**src/rtl/spvns_pkg.sv**
```systemverilog
// Package for the SPIR-V non-uniform stripper: payload types, opcodes, name table.
`default_nettype none
package spvns_pkg;

  localparam int HEADER_WORDS_DEF  = 5;
  localparam int PENDING_DEPTH_DEF = 8;

  localparam logic [15:0] OP_EXTENSION       = 16'd10;
  localparam logic [15:0] OP_CAPABILITY      = 16'd17;
  localparam logic [15:0] OP_DECORATE        = 16'd71;
  localparam logic [15:0] OP_MEMBER_DECORATE = 16'd72;
  localparam logic [15:0] OP_DECORATE_ID     = 16'd332;

  localparam logic [31:0] DECOR_NONUNIFORM = 32'd5300;
  localparam logic [31:0] CAP_FIRST        = 32'd5301;
  localparam logic [31:0] CAP_LAST         = 32'd5312;

  localparam logic [15:0] EXT_INST_WORDS = 16'd8;

  typedef struct packed {
    logic [31:0] word;
    logic        last;
  } item_t;

  typedef struct packed {
    logic [31:0] out_word;
    logic        has_word;
    logic        end_of_module;
  } result_t;

  typedef enum logic [2:0] {
    DEC_UNDECIDED = 3'b001,
    DEC_KEEP      = 3'b010,
    DEC_DROP      = 3'b100
  } decision_t;

  // stripped extension name packed little-endian, NUL in the last byte
  function automatic logic [31:0] ext_name_word(input logic [2:0] idx);
    logic [31:0] w;
    case (idx)
      3'd0: w = 32'h5F565053;
      3'd1: w = 32'h5F545845;
      3'd2: w = 32'h63736564;
      3'd3: w = 32'h74706972;
      3'd4: w = 32'h695F726F;
      3'd5: w = 32'h7865646E;
      3'd6: w = 32'h00676E69;
      default: w = 32'h00000000;
    endcase
    return w;
  endfunction

endpackage
`default_nettype wire

```
**src/rtl/spirv_nonuniform_stripper_top.sv**
```systemverilog
// Top level of the SPIR-V non-uniform stripper: instruction filter and output ring.
//
//  channel  | signals                              | payload
//  ---------+--------------------------------------+------------------------------
//  item     | item_valid, item_ready, item         | word, last
//  result   | result_valid, result_ready, result   | out_word, has_word, end_of_module
//
// One word is accepted per cycle while the ring has room; its keep/drop step is combinational compare logic.
// Words are written into a ring and released one per cycle, unless result is stalled, once their
// instruction is kept; a kept word is first committed in the ring and then registered into result.
// Up to seven words of an undecided instruction are held in the ring.
// item_ready drops only while the ring is full. Reset is synchronous and empties it.
`default_nettype none
module spirv_nonuniform_stripper_top
  import spvns_pkg::*;
#(
  parameter int HEADER_WORDS  = HEADER_WORDS_DEF,
  parameter int PENDING_DEPTH = PENDING_DEPTH_DEF
) (
  input  wire logic    clk,
  input  wire logic    rst,
  input  wire logic    item_valid,
  output logic         item_ready,
  input  wire item_t   item,
  output logic         result_valid,
  input  wire logic    result_ready,
  output result_t      result
);

  localparam int RING_DEPTH = 2 ** $clog2(2 * PENDING_DEPTH);
  localparam int IDX_W      = $clog2(RING_DEPTH);
  localparam int PTR_W      = IDX_W + 1;
  localparam int HDR_W      = $clog2(HEADER_WORDS + 1);

  result_t ring [RING_DEPTH];

  logic [PTR_W-1:0] wr, wr_next;
  logic [PTR_W-1:0] cm, cm_next;
  logic [PTR_W-1:0] rd;
  logic [HDR_W-1:0] header_left, header_left_next;
  logic [15:0]      words_left, words_left_next;
  logic [15:0]      cur_opcode, cur_opcode_next;
  logic [15:0]      cur_count, cur_count_next;
  decision_t        decision, decision_next;
  logic             name_ok, name_ok_next;

  logic             fire, hdr, start, name_cmp, wen, load;
  logic [15:0]      cnt, op, wc, wl, wl_dec;
  decision_t        dec, judged, dec_eff;
  logic [PTR_W-1:0] pos, used;
  logic [IDX_W-1:0] waddr;
  result_t          wdata;

  assign used       = wr - rd;
  assign item_ready = (used != PTR_W'(RING_DEPTH));
  assign fire       = item_valid && item_ready;

  assign hdr      = (header_left != '0);
  assign start    = (words_left == '0);
  assign cnt      = (item.word[31:16] == 16'd0) ? 16'd1 : item.word[31:16];
  assign op       = start ? item.word[15:0] : cur_opcode;
  assign wc       = start ? cnt : cur_count;
  assign wl       = start ? cnt : words_left;
  assign wl_dec   = wl - 16'd1;
  assign dec      = start ? DEC_UNDECIDED : decision;
  assign pos      = wr - cm;
  assign name_cmp = (item.word == ext_name_word(pos[2:0] - 3'd1));

  always_comb begin
    judged = DEC_KEEP;
    case (op)
      OP_CAPABILITY: begin
        if (wc < 16'd2) judged = DEC_KEEP;
        else if (pos < PTR_W'(1)) judged = DEC_UNDECIDED;
        else if (item.word >= CAP_FIRST && item.word <= CAP_LAST) judged = DEC_DROP;
        else judged = DEC_KEEP;
      end
      OP_DECORATE, OP_DECORATE_ID: begin
        if (wc < 16'd3) judged = DEC_KEEP;
        else if (pos < PTR_W'(2)) judged = DEC_UNDECIDED;
        else if (item.word == DECOR_NONUNIFORM) judged = DEC_DROP;
        else judged = DEC_KEEP;
      end
      OP_MEMBER_DECORATE: begin
        if (wc < 16'd4) judged = DEC_KEEP;
        else if (pos < PTR_W'(3)) judged = DEC_UNDECIDED;
        else if (item.word == DECOR_NONUNIFORM) judged = DEC_DROP;
        else judged = DEC_KEEP;
      end
      OP_EXTENSION: begin
        if (wc != EXT_INST_WORDS) judged = DEC_KEEP;
        else if (pos < PTR_W'(7)) judged = DEC_UNDECIDED;
        else if (name_ok && name_cmp) judged = DEC_DROP;
        else judged = DEC_KEEP;
      end
      default: judged = DEC_KEEP;
    endcase
  end

  assign dec_eff = (dec == DEC_UNDECIDED) ? judged : dec;

  always_comb begin
    wr_next          = wr;
    cm_next          = cm;
    header_left_next = header_left;
    words_left_next  = words_left;
    cur_opcode_next  = cur_opcode;
    cur_count_next   = cur_count;
    decision_next    = decision;
    name_ok_next     = name_ok;
    wen              = 1'b0;
    waddr            = wr[IDX_W-1:0];
    wdata            = '{out_word: item.word, has_word: 1'b1, end_of_module: item.last};
    if (fire) begin
      if (hdr) begin
        wen              = 1'b1;
        wr_next          = wr + PTR_W'(1);
        cm_next          = wr + PTR_W'(1);
        header_left_next = header_left - HDR_W'(1);
      end else begin
        words_left_next = wl_dec;
        cur_opcode_next = op;
        cur_count_next  = wc;
        decision_next   = (wl_dec == 16'd0) ? DEC_UNDECIDED : dec_eff;
        name_ok_next    = (pos == PTR_W'(1)) ? name_cmp : (name_ok && name_cmp);
        if (dec_eff == DEC_KEEP || (dec_eff == DEC_UNDECIDED && item.last)) begin
          wen     = 1'b1;
          wr_next = wr + PTR_W'(1);
          cm_next = wr + PTR_W'(1);
        end else if (dec_eff == DEC_UNDECIDED) begin
          wen     = 1'b1;
          wr_next = wr + PTR_W'(1);
        end else begin
          wr_next = cm;
          if (item.last) begin
            wen     = 1'b1;
            waddr   = cm[IDX_W-1:0];
            wdata   = '{out_word: 32'd0, has_word: 1'b0, end_of_module: 1'b1};
            wr_next = cm + PTR_W'(1);
            cm_next = cm + PTR_W'(1);
          end
        end
      end
      if (item.last) begin
        header_left_next = HDR_W'(HEADER_WORDS);
        words_left_next  = '0;
        cur_opcode_next  = '0;
        decision_next    = DEC_UNDECIDED;
      end
    end
  end

  assign load = (!result_valid || result_ready) && (rd != cm);

  always_ff @(posedge clk) begin
    if (wen) begin
      ring[waddr] <= wdata;
    end
    if (load) begin
      result <= ring[rd[IDX_W-1:0]];
    end
  end

  always_ff @(posedge clk) begin
    if (rst) begin
      wr           <= '0;
      cm           <= '0;
      rd           <= '0;
      header_left  <= HDR_W'(HEADER_WORDS);
      words_left   <= '0;
      cur_opcode   <= '0;
      cur_count    <= '0;
      decision     <= DEC_UNDECIDED;
      name_ok      <= 1'b0;
      result_valid <= 1'b0;
    end else begin
      wr          <= wr_next;
      cm          <= cm_next;
      header_left <= header_left_next;
      words_left  <= words_left_next;
      cur_opcode  <= cur_opcode_next;
      cur_count   <= cur_count_next;
      decision    <= decision_next;
      name_ok     <= name_ok_next;
      if (load) begin
        rd           <= rd + PTR_W'(1);
        result_valid <= 1'b1;
      end else if (result_ready) begin
        result_valid <= 1'b0;
      end
    end
  end

  a_ring_bound: assert property (@(posedge clk) disable iff (rst)
    (wr - rd) <= PTR_W'(RING_DEPTH))
    else $error("ring holds more entries than its depth");

  a_pending_bound: assert property (@(posedge clk) disable iff (rst)
    (wr - cm) < PTR_W'(PENDING_DEPTH))
    else $error("too many undecided words held");

  a_read_behind_commit: assert property (@(posedge clk) disable iff (rst)
    (cm - rd) <= (wr - rd))
    else $error("read pointer passed the commit point");

  a_boundary_clean: assert property (@(posedge clk) disable iff (rst)
    (words_left == '0) |-> (wr == cm))
    else $error("undecided words left at an instruction boundary");

  a_marker_form: assert property (@(posedge clk) disable iff (rst)
    (result_valid && !result.has_word) |-> (result.end_of_module && result.out_word == 32'd0))
    else $error("end-only marker malformed");

endmodule
`default_nettype wire
```
**config.mk**
```make
export PLATFORM = sky130hd
export DESIGN_NAME = spirv_nonuniform_stripper_top
export DESIGN_NICKNAME = d
export VERILOG_FILES = /design/src/rtl/spvns_pkg.sv /design/src/rtl/spirv_nonuniform_stripper_top.sv
export SDC_FILE = /design/constraint.sdc
export NUM_CORES = 1
export LEC_CHECK = 0
export BUFFER_PORTS_ARGS = -buffer_cell sky130_fd_sc_hd__buf_4
export CORE_MARGIN = 1
export CORE_UTILIZATION = 50
export CTS_CLUSTER_SIZE = 40
export DETAILED_ROUTE_END_ITERATION = 10
export HOLD_SLACK_MARGIN = 0.15
export PLACE_DENSITY = 0.69
export SLEW_MARGIN = 10
export SYNTH_ARGS = -nofsm -noshare
export SYNTH_HDL_FRONTEND = slang
export SYNTH_SLANG_ARGS = --single-unit
```
**constraint.sdc**
```tcl
create_clock -name clk -period 7.9 [get_ports clk]
set_input_delay 0.79 -clock clk [delete_from_list [all_inputs] [get_ports clk]]
set_output_delay 0.79 -clock clk [all_outputs]
set_load 0.05 [all_outputs]
```
# [Yosys cells after proc, flatten, opt, wreduce, memory -nomap -nowiden]
# Memories as Yosys holds them, arrays and structs flattened. A register that Yosys moved wholly into a read port is not among the register bits.
# Index checks and enable logic that the tools add are counted.
[classes] n_addsub=8 mul=0 n_div=0 order_cmp=9 eq_ne=22 shift=0 muxes=55 bitwise=1 n_reduce_logical=20
[op_table] operator="$pmux 31 s7" n=1
[op_table] operator="$mux 34" n=5
[op_table] operator="$mux 16" n=8
[op_table] operator="$mux 3" n=18
[op_table] operator="$logic_not 16->1" n=3
[op_table] operator="$mux 5" n=7
[op_table] operator="$eq 16x7->1 const B" n=2
[op_table] operator="$eq 32x13->1 const B" n=1
[op_table] operator="$eq 32x32->1" n=1
[op_table] operator="$ge 32x13->1 const B" n=1
[op_table] operator="$le 32x13->1 const B" n=1
[op_table] operator="$lt 16x2->1 const B" n=2
[op_table] operator="$mux 4" n=5
[op_table] operator="$eq 16x4->1 const B" n=1
[op_table] operator="$eq 16x5->1 const B" n=1
[op_table] operator="$eq 16x9->1 const B" n=1
[op_table] operator="$lt 16x3->1 const B" n=1
[op_table] operator="$ne 16x4->1 const B" n=1
[op_table] operator="$sub 16x1->16 const B" n=1
[op_table] operator="$add 5x1->5 const B" n=3
[op_table] operator="$pmux 3 s4" n=1
[op_table] operator="$lt 5x2->1 const B" n=2
[op_table] operator="$mux 1" n=10
[op_table] operator="$sub 5x5->5" n=2
[op_table] operator="other kinds (20)" n=36
[word_totals] regBits=71 latch_bits=0 mem_bits_rw=544 mem_bits_ro=0 in_bits=37 out_inout_bits=36 wordCells=126 memories=1
[memory_table] memory="ring" words=16 word_bits=34 rd=1 rd_ports_with_merged_regs=1 wr=1 line_no="spirv_nonuniform_stripper_top.sv:35" text="result_t ring [RING_DEPTH];"

# [Longest topological paths before layout]
[logic_depth] word_depth=19 ltp_mapped=20 mapped_depth_nobuf=17

# [Worst setup path after synthesis]
# Ideal clock, no wire load.
[synth_path] path_type="register to register" start="register wr[0]" end="memory ring[4][0] in the netlist's numbering (enable)" setup_ps=510 arrival_time_ps=7783 required_ps=7390 setup_slack_ps=-393 path_stages_with_launch=20 period_less_slack_ps=8293 path_cell_list="dfxtp_1 -> inv_1 -> ha_1 -> inv_1 -> fa_1 -> inv_1 -> ha_1 -> clkbuf_1 -> xor3_1 -> clkbuf_1 -> nand2_1 -> a311oi_1 -> nand4b_1 -> nor4_1 -> a211oi_1 -> nor3_4 -> xnor2_1 -> a21oi_2 -> mux2_2 -> nor4_1"
[synth_via] elab_chain_len=19 elab_cells_between_ends=45
[synth_lines] element="start: declaration" line_no="spirv_nonuniform_stripper_top.sv:37" text="logic [PTR_W-1:0] wr, wr_next;"
[synth_lines] element="start signal: assignment" line_no="spirv_nonuniform_stripper_top.sv:177" text="wr <= wr_next;"
[synth_lines] element="$sub 5x5->5" line_no="spirv_nonuniform_stripper_top.sv:66" text="assign pos = wr - cm;"
[synth_lines] element="$sub 3x1->3" line_no="spirv_nonuniform_stripper_top.sv:67" text="assign name_cmp = (item.word == ext_name_word(pos[2:0] - 3'd1));"
[synth_lines] element="$eq 3x3->1, or another cell as far along" line_no="spvns_pkg.sv:40" text="case (idx)"
[synth_lines] element="$pmux 31 s7" line_no="spvns_pkg.sv:40"
[synth_lines] element="$eq 32x32->1" line_no="spirv_nonuniform_stripper_top.sv:67"
[synth_lines] element="$logic_and 1x1->1" line_no="spirv_nonuniform_stripper_top.sv:93" text="else if (name_ok && name_cmp) judged = DEC_DROP;"
[synth_lines] element="$mux 3" line_no="spirv_nonuniform_stripper_top.sv:93"
[synth_lines] element="$mux 3" line_no="spirv_nonuniform_stripper_top.sv:92" text="else if (pos < PTR_W'(7)) judged = DEC_UNDECIDED;"
[synth_lines] element="[... 3 more ...]"
[synth_lines] element="$eq 3x1->1" line_no="spirv_nonuniform_stripper_top.sv:126, spirv_nonuniform_stripper_top.sv:130"
[synth_lines] element="$logic_and 1x1->1" line_no="spirv_nonuniform_stripper_top.sv:126" text="if (dec_eff == DEC_KEEP || (dec_eff == DEC_UNDECIDED && item.last)) begin"
[synth_lines] element="$logic_or 1x1->1" line_no="spirv_nonuniform_stripper_top.sv:126"
[synth_lines] element="$mux 1" line_no="spirv_nonuniform_stripper_top.sv:126"
[synth_lines] element="$mux 1" line_no="spirv_nonuniform_stripper_top.sv:115" text="if (hdr) begin"
[synth_lines] element="$mux 1" line_no="spirv_nonuniform_stripper_top.sv:114" text="if (fire) begin"
[synth_lines] element="$mux 1" line_no="spirv_nonuniform_stripper_top.sv:156" text="if (wen) begin"
[synth_lines] element="$mux 1 (implied by the code)" line_no="spirv_nonuniform_stripper_top.sv:157" text="ring[waddr] <= wdata;"
[synth_lines] element="end: declaration" line_no="spirv_nonuniform_stripper_top.sv:35"
# Several ways; a longest one is shown, not always the timed one.

# [Worst setup path in the final report]
[layout_path] start="register cm[0]" end="memory ring[7][8] in the netlist's numbering (enable)"
[layout_via] elab_chain_len=19 elab_cells_between_ends=42
[layout_lines] element="start: declaration" line_no="spirv_nonuniform_stripper_top.sv:38" text="logic [PTR_W-1:0] cm, cm_next;"
[layout_lines] element="start signal: assignment" line_no="spirv_nonuniform_stripper_top.sv:178" text="cm <= cm_next;"
[layout_lines] element="$sub 5x5->5" line_no="spirv_nonuniform_stripper_top.sv:66"
[layout_lines] element="$sub 3x1->3" line_no="spirv_nonuniform_stripper_top.sv:67"
[layout_lines] element="$eq 3x3->1, or another cell as far along" line_no="spvns_pkg.sv:40"
[layout_lines] element="$pmux 31 s7" line_no="spvns_pkg.sv:40"
[layout_lines] element="$eq 32x32->1" line_no="spirv_nonuniform_stripper_top.sv:67"
[layout_lines] element="$logic_and 1x1->1" line_no="spirv_nonuniform_stripper_top.sv:93"
[layout_lines] element="$mux 3" line_no="spirv_nonuniform_stripper_top.sv:93"
[layout_lines] element="$mux 3" line_no="spirv_nonuniform_stripper_top.sv:92"
[layout_lines] element="[... 3 more ...]"
[layout_lines] element="$eq 3x1->1" line_no="spirv_nonuniform_stripper_top.sv:126, spirv_nonuniform_stripper_top.sv:130"
[layout_lines] element="$logic_and 1x1->1" line_no="spirv_nonuniform_stripper_top.sv:126"
[layout_lines] element="$logic_or 1x1->1" line_no="spirv_nonuniform_stripper_top.sv:126"
[layout_lines] element="$mux 1" line_no="spirv_nonuniform_stripper_top.sv:126"
[layout_lines] element="$mux 1" line_no="spirv_nonuniform_stripper_top.sv:115"
[layout_lines] element="$mux 1" line_no="spirv_nonuniform_stripper_top.sv:114"
[layout_lines] element="$mux 1" line_no="spirv_nonuniform_stripper_top.sv:156"
[layout_lines] element="$mux 1 (implied by the code)" line_no="spirv_nonuniform_stripper_top.sv:157"
# Several ways; a longest one is shown, not always the timed one.

==> results.yml <==
timing:
  final_max_slew_viol_count: 0
  fin_hold_ws_ns: 0.457
  worst_slew_pin_slew_ns: 1.24
  fmax_mhz: 140
  setup_viol: 0
  fin_skew_ns: 0.0180
  period_minus_slack_ns: 7.13
  hold_viol_final: 0
  fin_crit_sh: 0.903
  timing.slew.headroom: 0.169
  worst_slack_ns: 0.770
  rsz0062_at_grt: "false"
logic_synthesis:
  synthXorXnorAreaFrac: 0.0120
  yosys.area_share.simple: 0.0784
  synth-compound-area-share: 0.0540
  postSynthCellCount: 1686
  yosys_warnings: 0
  avgSynthCellArea_um2: 16.5
  ys_types: 84
  synth_top_family_by_area: "multiplexers"
  ys_async_sr_fraction: 0
  yosysSeqAreaShare: 0.674
  synth_fa_ha_area_frac: 0.00970
  synthFlopType: "edfxtp_1"
  ys_ff_latch: 649
  syn_area_um2: 27900
  synth-edff-count: 578
  yosys-mux-area-fraction: 0.152
  synth_nets: 1744
floorplanning:
  coreArea_um2: 55100
  die_x_um: 238
  start_util: 0.506
  io-pin-count: 73
  rows: 86
  die_h_um: 238
  die-area_um2: 56700
power_and_ir_drop:
  sw_frac_of_total: 0.275
  vdd.ir_drop.worst_uv: 193
  combPwrFrac: 0.211
  post-layout-total-power_uw: 9140
  p_switching_uw: 2510
  p_clk_frac: 0.349
  pwr-share-seq: 0.440
  power.static_leakage_uw: 0.0102
  p_int_uw: 6630
  p_per_area_nw_per_um2: 289
clock_tree:
  numCtsBuffers: 68
  cts-htree-levels: 3
  holdBufCountCts: 0
  clk_pin_slew_ns: 0.06
  cts_root_buffer: "clkbuf_16"
  clock_path_buffers: 3
  post_cts_buffers: 0
  worstSkewPairLatency_ns: 0.61
  cts_sinks: 649
  cts_tree: "yes"
  cts_resized: 0
drt:
  ant_nets: 0
  drc: 0
  wirelength_mm: 66.5
  drtIter0Drc: 1487
  vias_per_cell: 6.21
  dr.pass1.iters: 5
  via_count: 15900
  wl_per_cell_um: 26.0
global_routing:
  grt_max_degree: 115
  grt_pass1_vias: 16300
  use_met2: 0.398
  grt_overflow: 0
  met3_usage: 0.0370
  grt_most_used_layer: "met2"
  grt.total_usage: 0.241
  grt_pass1_wl_mm: 101
  antenna_found_initial: 0
  met1_usage: 0.328
layout:
  fin_nets: 1815
  area_growth_pct: 13.7
  drive_gt1_frac: 0.234
  fillers: 4183
  antenna_cells: 0
  final_area_um2: 31700
worst_setup_path:
  cp_data_arrival_time_ns: 7.34
  criticalPathCategory: "reg2reg"
  end_kind: "register"
  r2r_cells: 14
  worst_path_max_delay_cell: "a2111oi_0"
  worstPathRequired_ns: 8.11
  crit_path_max_fanout: 34
  crit_chain: "ha_1 > inv_1 > fa_1 > xnor2_1 > nand2_1 > a2111oi_0 > inv_1 > nor4_1 > nor3_1 > a21oi_1 > xnor2_1 > a21oi_4 > mux2_2 > and4_2"
  slowest_delay_ns: 1.00
  startpoint_type: "register"
worst_hold_path:
  min_path_type: "reg2reg"
  whs_path_depth: 2
placed_design:
  pre_cts_ws_ns: 0.911
  place_area_um2: 29400
  dpl.hpwl_mm: 39.7
  io_buffers: 72
  place_congestion: 0.856
status:
  status: "completed"
flow_run:
  maxCapViolations: 0
## cell usage after synthesis, types with 12 or more instances
cell type / n / share of area
edfxtp_1: 578 / 0.62
mux4_2: 170 / 0.14
nor2_1: 119 / 0.016
clkbuf_1: 82 / 0.011
dfxtp_1: 71 / 0.051
nand2_1: 52 / 0.0070
a21oi_1: 51 / 0.0092
nor2b_1: 42 / 0.0094
nor3_1: 38 / 0.0068
nor4_1: 35 / 0.0079
inv_1: 32 / 0.0043
mux2i_1: 32 / 0.011
a22oi_1: 24 / 0.0065
nand3_1: 24 / 0.0043
o21ai_0: 23 / 0.0041
ha_1: 20 / 0.0090
xnor2_1: 20 / 0.0063
a31oi_1: 17 / 0.0038
buf_1: 17 / 0.0023
nand4_1: 16 / 0.0036
xor2_1: 13 / 0.0041
a211oi_1: 12 / 0.0032
nor3b_1: 12 / 0.0032
## placed cells by master (no fill, tap or decap), drive strengths merged, types with 36 or more instances in the layout
master | synthesis | routed
nor2 | 119 | 119
mux4 | 170 | 170
clkbuf | 84 | 82
edfxtp | 578 | 578
dfxtp | 71 | 71
nor3 | 39 | 39
inv | 33 | 36
buf | 26 | 111
a21oi | 53 | 53
nand2 | 52 | 52
nor2b | 42 | 42
## stage by stage
stage               cells   util  TNS [ns]
floorplan            1686      -    -53.44
global placement     2434  0.534         0
detailed placement   2434  0.534         0
CTS                  2557  0.575         0
global route         2558  0.575         0
finish               2558  0.575         0
## cell type report
cell class              count  area (µm²)  area share
clock buffers              82        1780      0.0560
clock inverters            41         475      0.0150
inverters                  33         124     0.00391
multi-input cells         894        8670       0.274
flip-flops and latches    649       18800       0.593
well taps                 748         936      0.0295
repair buffers            111         908      0.0287
## flip-flops by register name, summed over array words and instances, names as in the netlist
| name | count |
|---|---|
| cur_opcode | 16 |
| wr | 5 |
| ring | 544 |
| rd | 5 |
| words_left | 16 |
| cur_count | 16 |
| name_ok | 1 |
| header_left | 3 |
| result | 34 |
| decision | 3 |
| result_valid | 1 |
| cm | 5 |
## worst max-delay path, delay by kind of cell (launching register included)
kind,cells,cell delay [ns]
mux,1,0.45
fa+ha+maj,2,0.67
simple gates,4,1.52
compound gates,3,2.19
flops,1,0.52
buf+inv,2,0.28
xor+xnor,2,1.10
## power groups by stage
stage | clock, µW | sequential (µW) | combinational (µW)
after CTS | 3250 | 4020 | 1960
after global placement | 0 | 4090 | 1940
after detailed placement | 0 | 4090 | 1950
after floorplan | 0 | 4370 | 1130
after global routing | 3390 | 4040 | 2050
final | 3190 | 4020 | 1930
## metal layers
layer,part of all wire,vias up
met4,0.033,0
met3,0.064,149
met2,0.49,629
li1,-,6956
met5,0,-
met1,0.41,8163
## worst paths after layout
check                                     to  slack, ns                  startpoint
setup / recovery        ring[7][8]$_DFFE_PP_       0.77          cm[0]$_SDFFE_PP0P_
hold / removal    cur_count[10]$_SDFFE_PP0P_       0.46  cur_count[10]$_SDFFE_PP0P_
setup reg to reg        ring[7][8]$_DFFE_PP_       0.77          cm[0]$_SDFFE_PP0P_
hold reg to reg   cur_count[10]$_SDFFE_PP0P_       0.46  cur_count[10]$_SDFFE_PP0P_
## cells by family (layout without fill, tap and decap cells)
| logic type | count (synthesis) | after routing |
|---|---|---|
| fa+ha+maj | 21 | 21 |
| compound gates | 220 | 220 |
| mux | 209 | 209 |
| xor+xnor | 35 | 35 |
| simple gates | 409 | 409 |
| flops | 649 | 649 |
| buf+inv | 143 | 267 |
Note: power is estimated with default switching activity, not from simulation.
